===== src/rtl/cdl_pkg.sv =====
// cdl_pkg: shared types, codes and constants of the checkpoint digest ledger.
// No dependencies.
`timescale 1ns / 1ps
package cdl_pkg;

  localparam int unsigned DEFAULT_RING_DEPTH = 1024;

  localparam logic [31:0] FNV_BASIS  = 32'd2166136261;
  localparam logic [31:0] FNV_PRIME  = 32'd16777619;
  localparam logic [19:0] NS_PER_SEQ = 20'd1000000;

  // operation codes (tuser)
  localparam logic [2:0] OP_MIX_WORD = 3'd0;
  localparam logic [2:0] OP_REF_BYTE = 3'd1;
  localparam logic [2:0] OP_REF_END  = 3'd2;
  localparam logic [2:0] OP_SEAL     = 3'd3;
  localparam logic [2:0] OP_LOOKUP   = 3'd4;
  localparam logic [2:0] OP_CLEAR    = 3'd5;

  // configuration register indexes
  localparam logic CFG_MAX_HELD      = 1'b0;
  localparam logic CFG_CHECK_SESSION = 1'b1;

  localparam logic [10:0] MAX_HELD_RESET = 11'd1024;

  localparam int unsigned IN_DATA_W  = 120;
  localparam int unsigned OUT_DATA_W = 184;

  typedef struct packed {
    logic [31:0] seq;
    logic [31:0] session;
    logic [15:0] legs;
    logic [31:0] digest;
    logic        valid;
  } rec_t;

  // controller -> datapath
  typedef struct packed {
    logic fold_word;  // op 0
    logic fold_byte;  // op 1
    logic ref_end;    // op 2
    logic clear;      // op 5
    logic load;       // capture seal/lookup item, issue ring read
    logic seal;       // with load: the item is a seal, else a lookup
    logic finish;     // complete seal/lookup, load output register
  } cmd_t;

  // datapath -> controller
  typedef struct packed {
    logic out_free;
  } stat_t;

  function automatic logic [31:0] fnv_fold(input logic [31:0] h, input logic [31:0] v);
    return (h ^ v) * FNV_PRIME;
  endfunction

endpackage


===== src/rtl/cdl_ctrl.sv =====
// cdl_ctrl: sequencing state machine of the ledger.
// Depends on cdl_pkg.
`timescale 1ns / 1ps
module cdl_ctrl (
  input  logic            clk,
  input  logic            rst,
  input  logic            s_tvalid,
  output logic            s_tready,
  input  logic [2:0]      s_tuser,
  input  cdl_pkg::stat_t  stat,
  output cdl_pkg::cmd_t   cmd
);
  import cdl_pkg::*;

  localparam logic ST_IDLE = 1'b0;
  localparam logic ST_EXEC = 1'b1;

  logic state;
  logic state_next;
  logic take;

  assign s_tready = (state == ST_IDLE);
  assign take     = s_tvalid && s_tready;

  always_comb begin
    cmd        = '0;
    state_next = state;
    case (state)
      ST_IDLE: begin
        if (take) begin
          case (s_tuser)
            OP_MIX_WORD: cmd.fold_word = 1'b1;
            OP_REF_BYTE: cmd.fold_byte = 1'b1;
            OP_REF_END:  cmd.ref_end   = 1'b1;
            OP_CLEAR:    cmd.clear     = 1'b1;
            OP_SEAL: begin
              cmd.load   = 1'b1;
              cmd.seal   = 1'b1;
              state_next = ST_EXEC;
            end
            OP_LOOKUP: begin
              cmd.load   = 1'b1;
              state_next = ST_EXEC;
            end
            default: ;
          endcase
        end
      end
      ST_EXEC: begin
        // hold until the output register can take the result
        if (stat.out_free) begin
          cmd.finish = 1'b1;
          state_next = ST_IDLE;
        end
      end
      default: state_next = ST_IDLE;
    endcase
  end

  always_ff @(posedge clk) begin
    if (rst) state <= ST_IDLE;
    else     state <= state_next;
  end

endmodule


===== config.mk =====
export PLATFORM = sky130hd
export DESIGN_NAME = cdl_ctrl
export DESIGN_NICKNAME = d
export VERILOG_FILES = /design/src/rtl/cdl_pkg.sv /design/src/rtl/cdl_ctrl.sv
export SDC_FILE = /design/constraint.sdc
export NUM_CORES = 1
export LEC_CHECK = 0
export ABC_AREA = 1
export BUFFER_PORTS_ARGS = -buffer_cell sky130_fd_sc_hd__buf_2
export CAP_MARGIN = 25
export CORE_AREA = 2 2 39 41
export CTS_CLUSTER_DIAMETER = 30
export DETAILED_ROUTE_END_ITERATION = 7
export DIE_AREA = 0 0 41 43
export PLACE_DENSITY = 0.4
export SYNTH_ARGS = -nofsm -noshare
export SYNTH_HDL_FRONTEND = slang
export SYNTH_SLANG_ARGS = --single-unit

===== constraint.sdc =====
create_clock -name clk -period 1.5 [get_ports clk]
set_input_delay 0.3 -clock clk [delete_from_list [all_inputs] [get_ports clk]]
set_output_delay 0.3 -clock clk [all_outputs]
set_load 0.01 [all_outputs]

* Word level (Yosys, flattened, before mapping)
Cells that the tools add are included.
** Word-level totals
- Output and inout bits :: 8
- Register bits :: 1
- Logic and storage cells :: 23
- Bits of input ports :: 7
** Operators by class
- Multiplexer cells :: 13
- Reductions and logical operators :: 3
- Eq/ne operators :: 5
- Bitwise gates (word level) :: 1
** Operators with widths (number)
- 6-bit two-way mux :: 2
- 1-bit two-way mux :: 10
- 3-bit by 2-bit == test with 1-bit output (second input constant) :: 2
- 3-bit == test (second input constant) :: 2
- 3-bit by 1-bit == test with 1-bit output (second input constant) :: 1
- 3-bit logical NOT :: 1
- 1-bit one-hot mux with 2 select lines :: 1
- 2-bit OR reduction :: 1
- 1-bit logical AND :: 1
- 1-bit NOT :: 1

* Logic depth before layout (Yosys ltp)
- Depth in word-level cells :: 5
- Gate-level depth with buffers :: 4
- Gate-level depth less buffers :: 4

* Least setup slack after synthesis
Ideal clock, no wire load.
- Path type :: input to output
- Start :: in s_tvalid
- End :: out cmd[4] (netlist name)
- Path slack :: 0.364 ns
- Cell stages on the path :: 4
- Data required time :: 1.200 ns
- Path buffers :: 0
- Data arrival time :: 0.836 ns
- Cells stage by stage :: inv_1 -> nor2_1 -> nand2_1 -> nor3_1
** RTL lines
- start, declared :: RTL line cdl_ctrl.sv:7 : input logic s_tvalid,
- end, declared :: RTL line cdl_ctrl.sv:11 : output cdl_pkg::cmd_t cmd

==> metrics.md <==
| Metric | Value |
|---|---|
| Ports | 15 |
| Chip width | between 40 and 50 um |
| Setup Viol. Count Final | 0 |
| Antenna cell count | 0 |
| Leakage | around 0.13 nW |
| Reg with most FFs | state |
| Final Slew Violations | 0 |
| Worst slew margin | 86.6% |
| Seq pwr share | between 40% and 50% |
| Pwr/cell area | 340 mW/mm2 |
| Placement Rows | 14 |
| Commonest non-fill, non-tap cell in the layout | buf_2 |
| Max cap viols | 0 |
| Initial antenna violation count | 0 |
| Clock latency on the worst-skew pair | 0 ns |
| Placer Congestion | between 0.5 and 0.6 |
| Worst Skew | 0 ns |
| Fillers | 169 |
| Initial Util | 8.05% |
| First-pass GRT wire length | 462 um |
| Critical path fanouts, max | 4 |
| Critical Path End Type | output port |
| Worst slew pin tran | approximately 0.2 ns |
| Finished layout cell area | approximately 200 um2 |
| Area delta synth->final | 80.9% |
| Worst EP required | 1.20 ns |
| Netlist cell types | 9 |
| WS Path Type | input pin to output port |
| Biggest regs | state x1 |
| WHS | roughly 0.46 ns |
| Hold WC Path Type | input pin to register |
| Congestion Overflow GR | 0 |
| Cells after Synth | 23 |
| Synth Area per Inst | 4.84 um2 |
| VDD IR-drop max | between 0.05 and 0.06 mV |
| Outcome | complete, no violations |
| Vias per inst | 3.19 |
| Post-CTS sizing | 0 |
| Post-route minimum period | between 1 and 1.5 ns |
| Placement Setup Slack | 0.190 ns |
| Final wirelength | 331 um |
| Post-route ant nets | 0 |
| Largest register FFs | 1 |
| Final WS setup | between 0.15 and 0.2 ns |
| Gr usage total | 3.50% |
| PortBufs | 14 |
| DRC violations left | 0 |
| DRT Pass-1 Iters | 2 |
| Nets | 46 |
| Worst setup SP type | input pin |
| Core Box Area | approximately 0.0014 mm2 |
| DRT iter0 DRCs | 1 |
| Commonest non-fill, non-tap cells in the layout | buf_2, inv_1, nand2_1 |
| NetSw | 23.3 uW |
| P_int | 45.3 uW |
| Vias in the first global route | between 100 and 150 |
| Die ar. | between 0.0015 and 0.002 mm2 |
| Synthesized area | between 100 and 150 um2 |
| Largest net degree at the start of global routing | 6 |
| Die Y | 43 um |
| Placed inst area | around 200 um2 |
| Seq/Total Area, Yosys | about 18% |
| Sw Ratio | around a third |
| Final period utilization | between 80% and 90% |
| Vias | 169 |
| Syn nets | 30 |
| Fin Setup TNS | 0 ns |
| RSZ-0062 raised after global routing | false |
| Count of final hold-check violations | 0 |
| Mean routed wirelength per cell | around 6.2 um |
| Synthesis-stage register bit count | 1 |
| CTS hold repair buffers | 0 |
| CP Data Arrival Time | around 1.0 ns |
| Clock-pin slew on the worst setup and hold paths | 0 ns |
| Setup Fix Bufs, Post-CTS | 0 |
| Logic pwr share | between 50 and 60% |
| Fmax | 766 MHz |
| Synthesis Warnings | 0 |
| DP HPWL | roughly 300 um |
| Share of layout cells above drive strength 1 | a little under two fifths |
| Clock Power Share | 0% |
## per-stage QoR
stage / util (%) / std cells / total power, mW
final: 14.6 / 53 / 0.0686
after CTS: 14.6 / 53 / 0.0694
after global placement: 14.6 / 53 / 0.0697
after global routing: 14.6 / 53 / 0.0738
after detailed placement: 14.6 / 53 / 0.0691
after floorplan: - / 23 / 0.0489
## power groups by stage
stage	Clock, mW	Combinational, mW	Sequential (mW)
5_1_grt	0	0.0438	0.0299
2_1_floorplan	0	0.0193	0.0296
3_3_place_gp	0	0.0397	0.0300
3_5_place_dp	0	0.0392	0.0299
4_1_cts	0	0.0394	0.0299
6_report	0	0.0387	0.0298
## worst max-delay path, stage by stage
cell     delay, ns
buf_2         0.07
inv_1         0.03
nor2_1        0.17
nand2_1       0.14
nor3_1        0.14
buf_2         0.15
## cell families after synthesis
group                  Yosys count  synth area share (%)
AO/OA/AOI/OAI                    2                  8.98
buffers and inverters            6                  20.2
flip-flops                       1                  18.0
AND/OR/NAND/NOR                 14                  52.8
## worst paths after layout
path | end | slack, ns | start | depth (start not counted)
max | cmd[4] | 0.19 | s_tvalid | 6
min | state | 0.46 | rst | 2
max reg2reg | state | 0.68 | state | 3
min reg2reg | state | 0.56 | state | 3
## cell type report
class	count	area (um2)	area share, %
well taps	16	20.0	9.94
flip-flops and latches	1	20.0	9.94
repair buffers	14	70.1	34.8
inverters	6	22.5	11.2
multi-input cells	16	68.8	34.2
## cell usage after synthesis
cell type | n | area (um2)
a21oi_1 | 1 | 5.00
dfxtp_1 | 1 | 20.0
inv_1 | 6 | 22.5
nand2_1 | 6 | 22.5
nand3_1 | 1 | 5.00
nor2_1 | 4 | 15.0
nor3_1 | 2 | 10.0
o21ai_0 | 1 | 5.00
or2_1 | 1 | 6.26
## metal layers
layer	up-vias	part of all wire, %	track usage (%)	wire length, um
met5	-	0	0	0
met4	0	0	0	0
met3	0	18	0.524	60
met2	12	33	5.31	108
met1	61	49	5.40	162
li1	96	-	-	-
Note: power is estimated with default switching activity, not from simulation.
